`src/sv/gbcs_pkg.sv`:
```
// Shared types and constants for the gyro bias calibrate and scale block.
// No dependencies; used by every module of the block via scoped names.
package gbcs_pkg;

    // Frame schedule: frames discarded, then frames averaged.
    localparam int SKIP_FRAMES = 64;
    localparam int AVG_FRAMES  = 64;     // must be a power of two
    localparam int AVG_SHIFT   = $clog2(AVG_FRAMES);

    localparam int CNT_W = 8;
    localparam logic [CNT_W-1:0] SKIP_END = CNT_W'(SKIP_FRAMES);
    localparam logic [CNT_W-1:0] AVG_END  = CNT_W'(SKIP_FRAMES + AVG_FRAMES);
    localparam logic [CNT_W-1:0] CAL_DONE = CNT_W'(SKIP_FRAMES + AVG_FRAMES + 1);

    // Running gyro sum width: 16-bit samples times AVG_FRAMES.
    localparam int BIAS_W = 16 + AVG_SHIFT;
    localparam logic [BIAS_W-1:0] AVG_ROUND = BIAS_W'(AVG_FRAMES - 1);

    localparam int RAW_W  = 16;
    localparam int CORR_W = 17;
    localparam int SCL_W  = 16;
    localparam int OUT_W  = 24;

    // Configuration register indexes.
    localparam int IDX_W = 2;
    localparam logic [IDX_W-1:0] REG_ACCEL_SCALE = 2'd0;
    localparam logic [IDX_W-1:0] REG_GYRO_SCALE  = 2'd1;
    localparam logic [IDX_W-1:0] REG_MAGN_SCALE  = 2'd2;

    localparam logic [SCL_W-1:0] ACCEL_SCALE_RST = 16'd2048;
    localparam logic [SCL_W-1:0] GYRO_SCALE_RST  = 16'd17855;
    localparam logic [SCL_W-1:0] MAGN_SCALE_RST  = 16'd25420;

    typedef logic signed [RAW_W-1:0]  raw_t;
    typedef logic signed [CORR_W-1:0] corr_t;
    typedef logic signed [OUT_W-1:0]  out_t;
    typedef logic        [SCL_W-1:0]  scale_t;

    // Frame held in the input stage, all axes widened to the lane width.
    typedef struct packed {
        corr_t gyro_x;
        corr_t gyro_y;
        corr_t gyro_z;
        corr_t accel_x;
        corr_t accel_y;
        corr_t accel_z;
        corr_t magn_x;
        corr_t magn_y;
        corr_t magn_z;
    } frame_t;

    // Input stage status toward the top level.
    typedef struct packed {
        logic valid;       // a frame to be scaled is held
        logic calibrated;  // bias has been computed
    } cal_status_t;

endpackage

```
`src/sv/gbcs_calib.sv`:
```
// Input stage: frame counter, gyro bias accumulation and bias subtraction.
// Depends on gbcs_pkg.
module gbcs_calib (
    input  logic                   aclk,
    input  logic                   aresetn,
    input  logic                   accept,
    input  logic                   advance,
    input  gbcs_pkg::raw_t         accel_x,
    input  gbcs_pkg::raw_t         accel_y,
    input  gbcs_pkg::raw_t         accel_z,
    input  gbcs_pkg::raw_t         gyro_x,
    input  gbcs_pkg::raw_t         gyro_y,
    input  gbcs_pkg::raw_t         gyro_z,
    input  gbcs_pkg::raw_t         magn_x,
    input  gbcs_pkg::raw_t         magn_y,
    input  gbcs_pkg::raw_t         magn_z,
    output gbcs_pkg::frame_t       frame,
    output gbcs_pkg::cal_status_t  status
);

    logic [gbcs_pkg::CNT_W-1:0]         count_reg, count_next;
    logic signed [gbcs_pkg::BIAS_W-1:0] bias_x_reg, bias_x_next;
    logic signed [gbcs_pkg::BIAS_W-1:0] bias_y_reg, bias_y_next;
    logic signed [gbcs_pkg::BIAS_W-1:0] bias_z_reg, bias_z_next;
    logic                               valid_reg, valid_next;
    gbcs_pkg::frame_t                   frame_reg, frame_next;
    logic                               emit;

    function automatic logic signed [gbcs_pkg::BIAS_W-1:0] sext_bias(gbcs_pkg::raw_t v);
        sext_bias = {{(gbcs_pkg::BIAS_W-gbcs_pkg::RAW_W){v[gbcs_pkg::RAW_W-1]}}, v};
    endfunction

    function automatic gbcs_pkg::corr_t sext_corr(gbcs_pkg::raw_t v);
        sext_corr = {v[gbcs_pkg::RAW_W-1], v};
    endfunction

    // sum / AVG_FRAMES, truncating toward zero
    function automatic logic signed [gbcs_pkg::BIAS_W-1:0] avg_div(
        logic signed [gbcs_pkg::BIAS_W-1:0] s
    );
        logic signed [gbcs_pkg::BIAS_W-1:0] r;
        r = s + (s[gbcs_pkg::BIAS_W-1] ? gbcs_pkg::AVG_ROUND : '0);
        avg_div = r >>> gbcs_pkg::AVG_SHIFT;
    endfunction

    always_comb begin
        count_next  = count_reg;
        bias_x_next = bias_x_reg;
        bias_y_next = bias_y_reg;
        bias_z_next = bias_z_reg;
        emit        = 1'b0;
        frame_next  = frame_reg;
        frame_next.accel_x = sext_corr(accel_x);
        frame_next.accel_y = sext_corr(accel_y);
        frame_next.accel_z = sext_corr(accel_z);
        frame_next.magn_x  = sext_corr(magn_x);
        frame_next.magn_y  = sext_corr(magn_y);
        frame_next.magn_z  = sext_corr(magn_z);
        frame_next.gyro_x  = sext_corr(gyro_x);
        frame_next.gyro_y  = sext_corr(gyro_y);
        frame_next.gyro_z  = sext_corr(gyro_z);
        if (accept) begin
            if (count_reg < gbcs_pkg::SKIP_END) begin
                count_next = count_reg + 1'b1;
            end else if (count_reg < gbcs_pkg::AVG_END) begin
                bias_x_next = bias_x_reg + sext_bias(gyro_x);
                bias_y_next = bias_y_reg + sext_bias(gyro_y);
                bias_z_next = bias_z_reg + sext_bias(gyro_z);
                count_next  = count_reg + 1'b1;
            end else if (count_reg == gbcs_pkg::AVG_END) begin
                // completing frame goes out uncorrected
                bias_x_next = avg_div(bias_x_reg);
                bias_y_next = avg_div(bias_y_reg);
                bias_z_next = avg_div(bias_z_reg);
                count_next  = count_reg + 1'b1;
                emit        = 1'b1;
            end else begin
                // bias fits 16 bits here, so 17-bit difference cannot wrap
                frame_next.gyro_x = sext_corr(gyro_x) - bias_x_reg[gbcs_pkg::CORR_W-1:0];
                frame_next.gyro_y = sext_corr(gyro_y) - bias_y_reg[gbcs_pkg::CORR_W-1:0];
                frame_next.gyro_z = sext_corr(gyro_z) - bias_z_reg[gbcs_pkg::CORR_W-1:0];
                emit = 1'b1;
            end
        end

        if (accept && emit) begin
            valid_next = 1'b1;
        end else if (advance) begin
            valid_next = 1'b0;
        end else begin
            valid_next = valid_reg;
        end
    end

    always_ff @(posedge aclk) begin
        if (!aresetn) begin
            count_reg  <= '0;
            bias_x_reg <= '0;
            bias_y_reg <= '0;
            bias_z_reg <= '0;
            valid_reg  <= 1'b0;
        end else begin
            count_reg  <= count_next;
            bias_x_reg <= bias_x_next;
            bias_y_reg <= bias_y_next;
            bias_z_reg <= bias_z_next;
            valid_reg  <= valid_next;
        end
    end

    always_ff @(posedge aclk) begin
        if (accept && emit) begin
            frame_reg <= frame_next;
        end
    end

    assign frame             = frame_reg;
    assign status.valid      = valid_reg;
    assign status.calibrated = (count_reg == gbcs_pkg::CAL_DONE);

endmodule

```
`config.mk`:
```
export PLATFORM = sky130hd
export DESIGN_NAME = gbcs_calib
export DESIGN_NICKNAME = d
export VERILOG_FILES = /design/src/sv/gbcs_pkg.sv /design/src/sv/gbcs_calib.sv
export SDC_FILE = /design/constraint.sdc
export NUM_CORES = 1
export LEC_CHECK = 0
export BUFFER_PORTS_ARGS = -buffer_cell sky130_fd_sc_hd__buf_2
export CORE_ASPECT_RATIO = 0.6
export CORE_MARGIN = 2
export CORE_UTILIZATION = 36
export DETAILED_ROUTE_END_ITERATION = 10
export GPL_ROUTABILITY_DRIVEN = 1
export PLACE_DENSITY_LB_ADDON = 0.25
export SLEW_MARGIN = 10
export SYNTH_ARGS = -nofsm -noshare
export SYNTH_HDL_FRONTEND = slang
export SYNTH_SLANG_ARGS = --single-unit
```
`constraint.sdc`:
```
create_clock -name aclk -period 5.47 [get_ports aclk]
set_input_delay 0.2735 -clock aclk [delete_from_list [all_inputs] [get_ports aclk]]
set_output_delay 0.2735 -clock aclk [all_outputs]
set_load 0.01 [all_outputs]
```
==> flow_summary.toml <==
[status]
outcome = "finished, final reports clean"

[synthesis]
synth_area_um2 = 14400
ys_ff_latch = 222
async_flop_share_pct = 0
synth_top_cell_area_share_pct = 30.6
syn_inst = 1534
syn_nets = 1817
yosysTopAreaCell = "edfxtp_1"
avgSynthCellArea_um2 = 9.39
synth_edf_count = 147
ys_dominant_reg_cell = "edfxtp_1"
ys_warn_count = 0
yosysSeqAreaShare_pct = 41.1
synth.area.top_cells = "edfxtp_1 (31%), ha_1 (11%), dfxtp_1 (10%)"
ys_types = 80

[timing]
final_hold_viol_count = 0
rsz0062_at_grt = "no"
fin_crit_sh_pct = 62.3
fin_tns_setup_ns = 0
final_max_slew_viol_count = 0
skew_ns = 0.0233
worst_slew_pin_slew_ns = 1.01
setup_violations = 0
timing.slew.headroom_pct = 32.7
fmax_mhz = 293
period_minus_slack_ns = 3.41

[grt]
grt_max_degree = 94
overflow = 0
antenna_found_initial = 2
grt_pass1_vias = 11900
track_usage_pct = 19.3
grt_first_pass_wirelength_mm = 66.0

[place]
io_buffer_count = 302
hpwl_mm = 30.0
place_area_um2 = 16300
gp_congestion = 0.886

[critical_path]
crit_slowest_cell = "a2111oi_1"
slowest_delay_ns = 0.68
critPathArrivalTime_ns = 3.77
worstPathRequired_ns = 5.83
start_kind = "flop"
path_buf_inv = 1
criticalPathCategory = "flop to flop"
worstPathMaxFanout = 6
endpoint_kind = "flop"
critPathTopFamily = "compound AO/OA/AOI/OAI gates"
path_cells = "inv_1 > ha_1 > nor2b_1 > o21ai_0 > a21o_1 > a2111oi_1 > nor2_1 > a21oi_1 > and2_1 > o21ai_0 > a221o_1 > o21ai_1"
cp_common_cell = "o21ai_0"

[layout]
layout-drive-gt1-share_pct = 20.6
final_cell_mix = "buf_2 (302), edfxtp_1 (147), ha_1 (129)"
finalNetCount = 2171
nFillCells = 3722
largest_reg_flops = 147
final_common_cell = "buf_2"
diodes = 0
area_delta_synth_final_pct = 25.7
seqCellArea_um2 = 5920
multiInputGateArea_um2 = 7750
final_area_um2 = 18100

[clocking]
post_cts_buffers = 0
clock_sink_count = 222
cts_tree = "built"
clock_path_buffers = 3
htreeDepth = 1
cts-root-buf = "clkbuf_16"
cts.clk_slew.worst_paths_ns = 0.07
insertion_delay_ns = 0.56
numCtsBuffers = 25

[route]
antenna_left = 0
vias = 12500
first_pass_iters = 5
drc = 0
wirelength_mm = 41.5
drt_iter0_drc = 948
routed_via_density = 5.16
wl_per_cell_um = 17.1

[floorplanning]
die_w_um = 262
start_util_pct = 36.7
die_y_um = 159
io_pins = 303
rows = 56
die_area_um2 = 41700
coreArea_um2 = 39200

[hold_path]
hp-class = "input port to flop"

[pwr]
power_density_nw_per_um2 = 219
ir_worst_vdd_mv = 0.207
p_leak_nw = 7.56
power_mw = 3.97

[run]
maxCapViolCount = 0
-- through the flow --
stage | setup WS (ns) | util, % | hold slack, ns | cells
2_1_floorplan | 0.138 | - | 0.372 | 1534
3_3_place_gp | 2.20 | 41.5 | 0.450 | 2287
3_5_place_dp | 2.16 | 41.5 | 0.452 | 2287
4_1_cts | 2.14 | 46.1 | 0.0198 | 2429
5_1_grt | 1.86 | 46.1 | 0.0385 | 2429
6_report | 2.06 | 46.1 | 0.0337 | 2429
-- metal layers --
metal	routed length [um]	vias to the layer above	global-route usage (%)
met1	20900	5872	29.9
met4	796	4	3.93
met3	2690	63	3.82
li1	-	6215	-
met2	17000	372	27.4
met5	17	-	0
-- layout make-up --
cell class / instances / area share (%)
clock buffer: 28 / 3.52
clock inverter: 18 / 1.18
inverter: 109 / 2.26
multi-input combinational: 1125 / 42.8
sequential: 222 / 32.7
tap: 522 / 3.61
timing repair buffer: 405 / 13.9
-- where the power goes --
group / internal [mW] / total [mW] / switching [mW]
combinational: 0.188 / 0.396 / 0.208
clock: 1.04 / 1.79 / 0.750
sequential: 1.79 / 1.79 / 0.00178
-- final timing paths --
| check | startpoint | end | slack, ns | depth (start not counted) |
|---|---|---|---|---|
| worst max register to register | bias_z_reg[1] | frame[115] | 2.06 | 12 |
| worst min-delay path | gyro_x[3] | frame[139] | 0.03 | 3 |
| worst max-delay path | bias_z_reg[1] | frame[115] | 2.06 | 12 |
| worst min register to register | bias_z_reg[4] | bias_z_reg[4] | 0.50 | 2 |
-- worst register-to-register path, cell delays in order (launching register included) --
cell and delay [ns]:
dfxtp_1 0.49, inv_1 0.09, ha_1 0.30, nor2b_1 0.13, o21ai_0 0.12, a21o_1 0.25
a2111oi_1 0.68, nor2_1 0.12, a21oi_1 0.33, and2_1 0.20, o21ai_0 0.08, a221o_1 0.33
o21ai_1 0.13
-- cells in the mapped netlist (5+ instances only) --
cell / number
edfxtp_1: 147
ha_1: 129
nand2_1: 129
a21oi_1: 124
nor2_1: 118
o21ai_0: 111
inv_1: 108
xnor2_1: 87
dfxtp_1: 75
clkbuf_1: 55
xor2_1: 38
nor3_1: 33
nand3_1: 31
a211oi_1: 21
and3_1: 19
nor2b_1: 18
nand2b_1: 17
o21bai_1: 15
a21o_1: 13
nand4_1: 13
o211ai_1: 13
a31oi_1: 12
o31ai_1: 12
or3_1: 12
a221oi_1: 11
and2_1: 11
or2_2: 11
o21ai_1: 10
buf_2: 8
buf_4: 7
o21a_1: 7
o221ai_1: 7
buf_1: 6
fa_1: 6
mux2_2: 6
o211a_1: 6
a21boi_0: 5
o22ai_1: 5
-- what timing repair did --
item / 4_1_cts / 5_1_grt
hold endpoints to repair: 96 / 0
hold buffers: 96 / 0
resized for setup: 0 / 0
-- kinds of logic (layout without fill, tap and decap cells) --
group / after synthesis / in the layout / share of synthesized area (%)
flops: 222 / 222 / 41.1
xor+xnor: 125 / 125 / 7.60
compound gates: 421 / 421 / 18.9
fa+ha+maj: 135 / 135 / 12.0
simple gates: 436 / 436 / 14.6
mux: 8 / 8 / 0.608
buf+inv: 187 / 560 / 5.23
Power figures use the tool's default switching activity.
