**config.mk**
```make
export PLATFORM = sky130hd
export DESIGN_NAME = gbcs_scale_lane
export DESIGN_NICKNAME = d
export VERILOG_FILES = /design/src/sv/gbcs_pkg.sv /design/src/sv/gbcs_scale_lane.sv
export SDC_FILE = /design/constraint.sdc
export NUM_CORES = 1
export LEC_CHECK = 0
export BUFFER_PORTS_ARGS = -buffer_cell sky130_fd_sc_hd__buf_2
export CAP_MARGIN = 20
export CORE_MARGIN = 10
export CORE_UTILIZATION = 50
export DETAILED_ROUTE_END_ITERATION = 16
export GPL_TIMING_DRIVEN = 0
export PLACE_DENSITY = 0.75
export SLEW_MARGIN = 20
export SYNTH_ARGS = -nofsm -noshare
export SYNTH_HDL_FRONTEND = slang
export SYNTH_SLANG_ARGS = --single-unit
```
**constraint.sdc**
```tcl
create_clock -name vclk -period 7
set_input_delay 0.35 -clock vclk [all_inputs]
set_output_delay 0.35 -clock vclk [all_outputs]
set_load 0.01 [all_outputs]
```
**src/sv/gbcs_pkg.sv**
```systemverilog
// Shared types and constants for the gyro bias calibrate and scale block.
// No dependencies; used by every module of the block via scoped names.
package gbcs_pkg;

    // Frame schedule: frames discarded, then frames averaged.
    localparam int SKIP_FRAMES = 64;
    localparam int AVG_FRAMES  = 64;     // must be a power of two
    localparam int AVG_SHIFT   = $clog2(AVG_FRAMES);

    localparam int CNT_W = 8;
    localparam logic [CNT_W-1:0] SKIP_END = CNT_W'(SKIP_FRAMES);
    localparam logic [CNT_W-1:0] AVG_END  = CNT_W'(SKIP_FRAMES + AVG_FRAMES);
    localparam logic [CNT_W-1:0] CAL_DONE = CNT_W'(SKIP_FRAMES + AVG_FRAMES + 1);

    // Running gyro sum width: 16-bit samples times AVG_FRAMES.
    localparam int BIAS_W = 16 + AVG_SHIFT;
    localparam logic [BIAS_W-1:0] AVG_ROUND = BIAS_W'(AVG_FRAMES - 1);

    localparam int RAW_W  = 16;
    localparam int CORR_W = 17;
    localparam int SCL_W  = 16;
    localparam int OUT_W  = 24;

    // Configuration register indexes.
    localparam int IDX_W = 2;
    localparam logic [IDX_W-1:0] REG_ACCEL_SCALE = 2'd0;
    localparam logic [IDX_W-1:0] REG_GYRO_SCALE  = 2'd1;
    localparam logic [IDX_W-1:0] REG_MAGN_SCALE  = 2'd2;

    localparam logic [SCL_W-1:0] ACCEL_SCALE_RST = 16'd2048;
    localparam logic [SCL_W-1:0] GYRO_SCALE_RST  = 16'd17855;
    localparam logic [SCL_W-1:0] MAGN_SCALE_RST  = 16'd25420;

    typedef logic signed [RAW_W-1:0]  raw_t;
    typedef logic signed [CORR_W-1:0] corr_t;
    typedef logic signed [OUT_W-1:0]  out_t;
    typedef logic        [SCL_W-1:0]  scale_t;

    // Frame held in the input stage, all axes widened to the lane width.
    typedef struct packed {
        corr_t gyro_x;
        corr_t gyro_y;
        corr_t gyro_z;
        corr_t accel_x;
        corr_t accel_y;
        corr_t accel_z;
        corr_t magn_x;
        corr_t magn_y;
        corr_t magn_z;
    } frame_t;

    // Input stage status toward the top level.
    typedef struct packed {
        logic valid;       // a frame to be scaled is held
        logic calibrated;  // bias has been computed
    } cal_status_t;

endpackage

```
**src/sv/gbcs_scale_lane.sv**
```systemverilog
// One scaling lane: (value * scale) >> 8, floor rounding, saturated to 24 bits.
// Depends on gbcs_pkg.
module gbcs_scale_lane (
    input  gbcs_pkg::corr_t  value,
    input  gbcs_pkg::scale_t scale,
    output gbcs_pkg::out_t   result
);

    logic signed [gbcs_pkg::CORR_W+gbcs_pkg::SCL_W:0]   prod;
    logic signed [gbcs_pkg::CORR_W+gbcs_pkg::SCL_W-8:0] shifted;
    logic                                               ovf;

    always_comb begin
        prod    = value * $signed({1'b0, scale});
        shifted = prod[gbcs_pkg::CORR_W+gbcs_pkg::SCL_W:8];
        // overflow when the bits above the output sign are not all copies of it
        ovf = (shifted[gbcs_pkg::CORR_W+gbcs_pkg::SCL_W-8:gbcs_pkg::OUT_W-1] != '0) &&
              (shifted[gbcs_pkg::CORR_W+gbcs_pkg::SCL_W-8:gbcs_pkg::OUT_W-1] != '1);
        if (!ovf) begin
            result = shifted[gbcs_pkg::OUT_W-1:0];
        end else if (shifted[gbcs_pkg::CORR_W+gbcs_pkg::SCL_W-8]) begin
            result = {1'b1, {(gbcs_pkg::OUT_W-1){1'b0}}};
        end else begin
            result = {1'b0, {(gbcs_pkg::OUT_W-1){1'b1}}};
        end
    end

endmodule

```
==> results of run 1 <==
cells in the mapped netlist, types with 2 or more instances:
cell	n	area [um2]
inv_1	352	1320
fa_1	277	5550
nand2_1	175	657
and2_1	124	776
ha_1	85	1060
a21oi_1	47	235
clkbuf_1	41	154
nand3_1	30	150
xnor2_1	23	201
o21ai_0	18	90.1
nor2_1	17	63.8
nand4_1	7	43.8
xor2_1	7	61.3
a21o_1	6	45.0
a211oi_1	5	37.5
a31oi_1	3	18.8
and3_1	3	18.8
buf_6	3	33.8
nor2b_1	3	18.8
nor3_1	3	15.0
a21oi_2	2	17.5
o211ai_1	2	15.0
o21ai_1	2	10.0
worst max-delay path, delay by kind of cell:
family / cells / cell delay (ns)
AND/OR/NAND/NOR: 2 / 0.51
XOR/XNOR: 1 / 0.12
AO/OA/AOI/OAI: 6 / 1.09
buffers and inverters: 9 / 1.00
adder cells (fa/ha/maj): 7 / 3.39
final timing paths:
| kind | start | depth (start not counted) | slack, ns | end |
|---|---|---|---|---|
| worst max-delay path | value[16] | 25 | 0.19 | result[14] |
| worst min-delay path | value[0] | 8 | 1.88 | result[0] |
layout make-up:
cell class                 instances  area [um2]  area share
multi-input combinational        862        9470       0.807
buffer                            33         251      0.0214
tap                              275         344      0.0293
antenna                            1        2.50    0.000213
timing repair buffer              63         343      0.0292
inverter                         352        1330       0.113
routing by layer:
metal | up-vias | routed length [um] | GRT usage
met2 | 235 | 14300 | 0.371
met4 | 0 | 592 | 0.0360
met1 | 4206 | 10600 | 0.242
met5 | - | 0 | 0
met3 | 39 | 1210 | 0.0152
li1 | 3782 | - | -
per-stage QoR:
stage	hold WS, ns	TNS (ns)	instances	setup WS [ns]	area, um2
6_report	1.88	0	1586	0.189	11700
5_1_grt	1.93	-0.0936	1585	-0.0171	11700
4_1_cts	1.86	0	1591	0.0106	11600
3_5_place_dp	1.87	-21.61	1589	-0.971	11500
3_3_place_gp	1.89	-19.76	1589	-0.888	11500
2_1_floorplan	1.49	0	1260	0.223	10900
logic make-up (layout without fill, tap and decap cells):
group | Yosys count | in the layout
buffers and inverters | 398 | 448
and+or+nand+nor | 369 | 369
adders and majority gates | 362 | 362
AOI/OAI and AO/OA | 98 | 98
xor gates and xnor gates | 32 | 32
muxes | 1 | 1
other | 0 | 1
timing repair:
item / in CTS / in global routing
pin swaps: 8 / 14
setup endpoints to repair: 24 / 23
buffers inserted: 7 / 1
cloned: 0 / 1
resized for setup: 40 / 74
==> flow_summary.json, run 1 <==
{
  "cp.required_ns": 6.65,
  "drv_cap": 0,
  "crit_top_cell": "fa_1",
  "clock.fmax_mhz": 147,
  "drive_above_1_share": 0.0985,
  "fin_crit_ns": 6.81,
  "place_hpwl_um": 24000,
  "drtPass1Iterations": 5,
  "syn_avg_cell_area_um2": 8.61,
  "dieHeight_um": 167,
  "areaGrowthSynthToFinish_pct": 8.12,
  "synthSimpleGateAreaFrac": 0.165,
  "n_clock_buffer": 0,
  "utilization": 0.553,
  "relSlewSlack": 0.448,
  "cpMaxStageDelayCell": "fa_2",
  "yosysWarnings": 0,
  "arrival_ns": 6.46,
  "grt_pass1_vias": 9171,
  "synth-compound-area-share": 0.0567,
  "grt_use_total": 0.197,
  "wl_um": 26700,
  "drv_slew": 0,
  "viasPerCell": 5.21,
  "drc_errors": 0,
  "port-buffer-count": 54,
  "fillers": 1929,
  "regArea_um2": 0,
  "gp_congestion": 0.905,
  "design.seq.count": 0,
  "wire_per_inst_um": 16.8,
  "slowest_delay_ns": 0.64,
  "synth_area_um2": 10900,
  "start_util": 0.511,
  "crit_type": "in -> out",
  "worst_pin_slew_ns": 0.819,
  "grt_max_degree": 18,
  "grt_pass1_wl_um": 45600,
  "synth_top_family_by_area": "adder cells",
  "yosysSeqAreaShare": 0,
  "grt_overflow_total": 0,
  "drtIter0Drc": 497,
  "synthCells": 1260,
  "syn_nets": 1655,
  "hold_path.class": "in -> out",
  "final_common_cell": "inv_1",
  "ctsHoldBuffers": 0,
  "final_antenna_net_count": 0,
  "die_w_um": 167,
  "antenna_found_initial": 0,
  "critPathLaunchType": "primary input",
  "synth_xor_area_frac": 0.0282,
  "io_pins": 57,
  "hold_violations": 0,
  "synthMuxAreaShare": 0.000922,
  "core_um2": 21200,
  "ys_types": 48,
  "nNetsFinal": 1707,
  "fp.dieArea_um2": 28000,
  "vias": 8262,
  "finalSetupViolations": 0,
  "end_kind": "output port",
  "rows": 53,
  "crit_fanout": 10,
  "status": "completed",
  "min_period_over_period": 0.973,
  "synth_fa_ha_area_frac": 0.609,
  "layout_common_cells": "inv_1, fa_1, nand2_1"
}
Power of run 1 is left out: the tool's default activity adds up to more than one toggle a clock period on the data nets, which glitch-free logic cannot reach.
==> run 2: changes to the inputs <==
ABC_AREA = 1   (was not set)
==> flow_summary.json, run 2 <==
{
  "n_clock_buffer": 0,
  "syn_avg_cell_area_um2": 7.26,
  "min_to": "result[1]",
  "final_common_cell": "inv_1",
  "place_area_um2": 12100,
  "fin_crit_ns": 6.61,
  "status": "completed",
  "multi_input_area_um2": 9340,
  "diodes": 0,
  "wire_per_inst_um": 15.2,
  "crit_type": "in -> out",
  "vias": 9531,
  "final_antenna_net_count": 0,
  "wl_um": 29100,
  "syn_nets": 1993,
  "ctsHoldBuffers": 0,
  "final_area_um2": 12200,
  "place_hpwl_um": 26000,
  "nNetsFinal": 2024,
  "hold_depth": 11,
  "grt_max_degree": 12,
  "synthCells": 1598,
  "setup_ws_ns": 0.393,
  "dieHeight_um": 172,
  "yosys.area.top_type_share": 0.478,
  "start_util": 0.511,
  "end_kind": "output port",
  "slowest_delay_ns": 0.54,
  "drc_errors": 0,
  "grt_pass1_wl_um": 49300,
  "worst_pin_slew_ns": 0.650,
  "yosysTopAreaCell": "fa_1",
  "drv_cap": 0,
  "synth_common_cells": "inv_1, nand2_1, fa_1",
  "hold_path.class": "in -> out",
  "finalSetupViolations": 0,
  "viasPerCell": 4.98,
  "grt_use_total": 0.209,
  "utilization": 0.538,
  "grt_pass1_vias": 10400,
  "fp.dieArea_um2": 29700,
  "arrival_ns": 6.26,
  "rsz0062_at_grt": "false",
  "core_um2": 22700,
  "grt_overflow_total": 0,
  "die_w_um": 172,
  "yosysWarnings": 0,
  "relSlewSlack": 0.567,
  "design.seq.count": 0,
  "gp_congestion": 0.947,
  "io_pins": 57,
  "preCtsSetupSlack_ns": -0.160,
  "areaGrowthSynthToFinish_pct": 5.44,
  "clock.fmax_mhz": 151,
  "crit_fanout": 10,
  "cp.required_ns": 6.65,
  "crit_top_cell": "nand2_1",
  "antenna_found_initial": 0,
  "drtIter0Drc": 697,
  "yosysSeqAreaShare": 0,
  "drtPass1Iterations": 6,
  "min_from": "value[0]",
  "layout_common_cells": "inv_1, nand2_1, fa_1",
  "hold_violations": 0,
  "ys_top_cells_by_area": "fa_1, inv_1, nand2_1, ha_1, clkbuf_1",
  "ys_types": 27,
  "min_period_over_period": 0.944,
  "cpMaxStageDelayCell": "fa_1",
  "drv_slew": 0,
  "port-buffer-count": 26,
  "critPathLaunchType": "primary input",
  "fillers": 2204,
  "drive_above_1_share": 0.0658,
  "regArea_um2": 0,
  "synth_area_um2": 11600,
  "rows": 55,
  "synth.most_common_cell": "inv_1"
}
-- run 2: cells by family (layout without fill, tap and decap cells) --
logic type | after synthesis | count (layout) | synth area share
adders and majority gates | 362 | 362 | 0.570
AOI/OAI and AO/OA | 43 | 43 | 0.0210
and+or+nand+nor | 564 | 564 | 0.191
xor gates and xnor gates | 27 | 27 | 0.0204
buffers and inverters | 602 | 631 | 0.197
-- run 2: worst max path at each step --
stage	from	end	slack, ns	cells after the start
floorplan	value[16]	result[10]	0.77	26
global placement	scale[8]	result[17]	-0.11	31
detailed placement	scale[8]	result[13]	-0.16	30
CTS	scale[11]	result[17]	0.001	26
global route	value[6]	result[16]	0.004	31
finish	value[7]	result[20]	0.39	30
-- run 2: critical path: cells and delay by family --
kind / cells / cell delay (ns)
AOI/OAI and AO/OA: 1 / 0.18
adders and majority gates: 7 / 3.43
and+or+nand+nor: 12 / 1.16
buffers and inverters: 10 / 1.13
-- run 2: metrics by stage --
stage,instances,setup TNS (ns),hold WS [ns]
4_1_cts,1909,0,1.94
3_5_place_dp,1909,-3.17,1.93
2_1_floorplan,1598,0,1.46
6_report,1912,0,1.93
3_3_place_gp,1909,-2.16,1.92
5_1_grt,1912,0,2.07
-- run 2: per-layer routing --
| layer | part of all wire | up-vias | routed length [um] | track usage |
|---|---|---|---|---|
| met5 | 0 | - | 0 | 0 |
| met4 | 0.030 | 0 | 859 | 0.0528 |
| met3 | 0.066 | 56 | 1930 | 0.0155 |
| met2 | 0.50 | 342 | 14700 | 0.384 |
| met1 | 0.40 | 4689 | 11600 | 0.258 |
| li1 | - | 4444 | - | - |
-- run 2: cell type report --
type	instances	share of cell area
buffer	68	0.0301
multi-input combinational	996	0.764
inverter	534	0.164
timing repair buffer	29	0.0125
tap	285	0.0292
-- run 2: repair_timing --
item,4_1_cts,5_1_grt
setup endpoints to repair,23,23
pin swaps,0,1
buffers inserted,0,3
gates resized for setup,5,129
cloned,0,0
Power of run 2 is left out for the same reason.
==> run 3: changes to the inputs <==
BUFFER_PORTS_ARGS = -buffer_cell sky130_fd_sc_hd__buf_4   (was -buffer_cell sky130_fd_sc_hd__buf_2)
==> flow_summary.json, run 3 (synthesized netlist as in run 2, its figures left out) <==
{
  "status": "completed",
  "min_to": "result[1]",
  "place_hpwl_um": 26200,
  "clock.fmax_mhz": 151,
  "nNetsFinal": 2025,
  "ctsHoldBuffers": 0,
  "crit_fanout": 10,
  "grt_overflow_total": 0,
  "finalSetupViolations": 0,
  "hold_depth": 11,
  "critPathLaunchType": "primary input",
  "setup_ws_ns": 0.365,
  "drv_slew": 0,
  "layout_common_cells": "inv_1, nand2_1, fa_1",
  "gp_congestion": 0.943,
  "dieHeight_um": 172,
  "diodes": 0,
  "drtIter0Drc": 595,
  "regArea_um2": 0,
  "grt_use_total": 0.209,
  "fp.dieArea_um2": 29700,
  "drive_above_1_share": 0.0651,
  "die_w_um": 172,
  "end_kind": "output port",
  "wl_um": 29200,
  "hold_violations": 0,
  "final_area_um2": 12300,
  "worst_pin_slew_ns": 0.629,
  "grt_pass1_vias": 10200,
  "antenna_found_initial": 0,
  "cp.required_ns": 6.65,
  "n_clock_buffer": 0,
  "design.seq.count": 0,
  "rows": 55,
  "final_common_cell": "inv_1",
  "place_area_um2": 12100,
  "fillers": 2142,
  "final_antenna_net_count": 0,
  "port-buffer-count": 26,
  "grt_max_degree": 12,
  "fin_crit_ns": 6.64,
  "min_from": "value[0]",
  "core_um2": 22700,
  "grt_pass1_wl_um": 49400,
  "drc_errors": 0,
  "hold_path.class": "in -> out",
  "viasPerCell": 4.93,
  "io_pins": 57,
  "drtPass1Iterations": 6,
  "preCtsSetupSlack_ns": -0.192,
  "crit_type": "in -> out",
  "start_util": 0.511,
  "wire_per_inst_um": 15.3,
  "min_period_over_period": 0.948,
  "vias": 9436,
  "multi_input_area_um2": 9360,
  "arrival_ns": 6.29,
  "drv_cap": 0,
  "areaGrowthSynthToFinish_pct": 6.20,
  "relSlewSlack": 0.581
}
run 3: changes by cell type in the layout (fill, tap and decap cells not counted), sizes merged:
cell,previous run,this run
clkbuf,56,57
run 3: layer usage:
metal,routed length (um),global-route usage,vias up,share of wire
met3,2090,0.0294,61,0.071
met2,14900,0.389,341,0.51
met1,11400,0.248,4581,0.39
met4,837,0.0513,0,0.029
met5,0,0,-,0
li1,-,-,4453,-
run 3: timing repair:
item	4_1_cts	5_1_grt
buffers inserted	0	4
pin swaps	0	3
setup endpoints to repair	23	24
resized for setup	8	122
run 3: worst max-delay path by stage:
stage	startpoint	endpoint	cells after the start	slack (ns)
5_1_grt	value[16]	result[4]	28	-0.03
2_1_floorplan	value[16]	result[10]	26	0.77
3_3_place_gp	scale[8]	result[3]	30	-0.15
3_5_place_dp	scale[8]	result[4]	30	-0.19
6_report	value[16]	result[4]	28	0.36
4_1_cts	scale[9]	result[4]	26	0.009
run 3: worst max-delay path: stages:
cell and delay [ns]:
clkbuf_2 0.14, buf_4 0.20, nand2_1 0.11, inv_1 0.09
fa_2 0.61, inv_1 0.11, fa_2 0.63, inv_2 0.11
fa_1 0.58, inv_1 0.08, fa_1 0.48, fa_1 0.50
inv_1 0.05, fa_1 0.48, ha_4 0.32, nand2_1 0.07
nor2_1 0.16, nand3_1 0.12, nor3_1 0.14, nand2_1 0.13
nand2_1 0.10, nand2_1 0.06, nand2_1 0.07, nand3_1 0.11
nand2_4 0.12, buf_6 0.13, nand2_1 0.06, buf_4 0.14
run 3: through the flow:
step,instances,setup TNS [ns],util,hold slack (ns)
2_1_floorplan,1598,0,-,1.46
3_3_place_gp,1909,-2.95,0.535,1.88
3_5_place_dp,1909,-3.85,0.535,1.89
4_1_cts,1909,0,0.535,1.89
5_1_grt,1913,-0.215,0.542,2.01
6_report,1913,0,0.542,1.90
run 3: cell type report:
cell class	instances	area share
Buffer	68	0.0298
Inverter	534	0.163
Timing Repair Buffer	30	0.0183
Tap cell	285	0.0290
Multi-Input combinational cell	996	0.760
Power of run 3 is left out for the same reason.
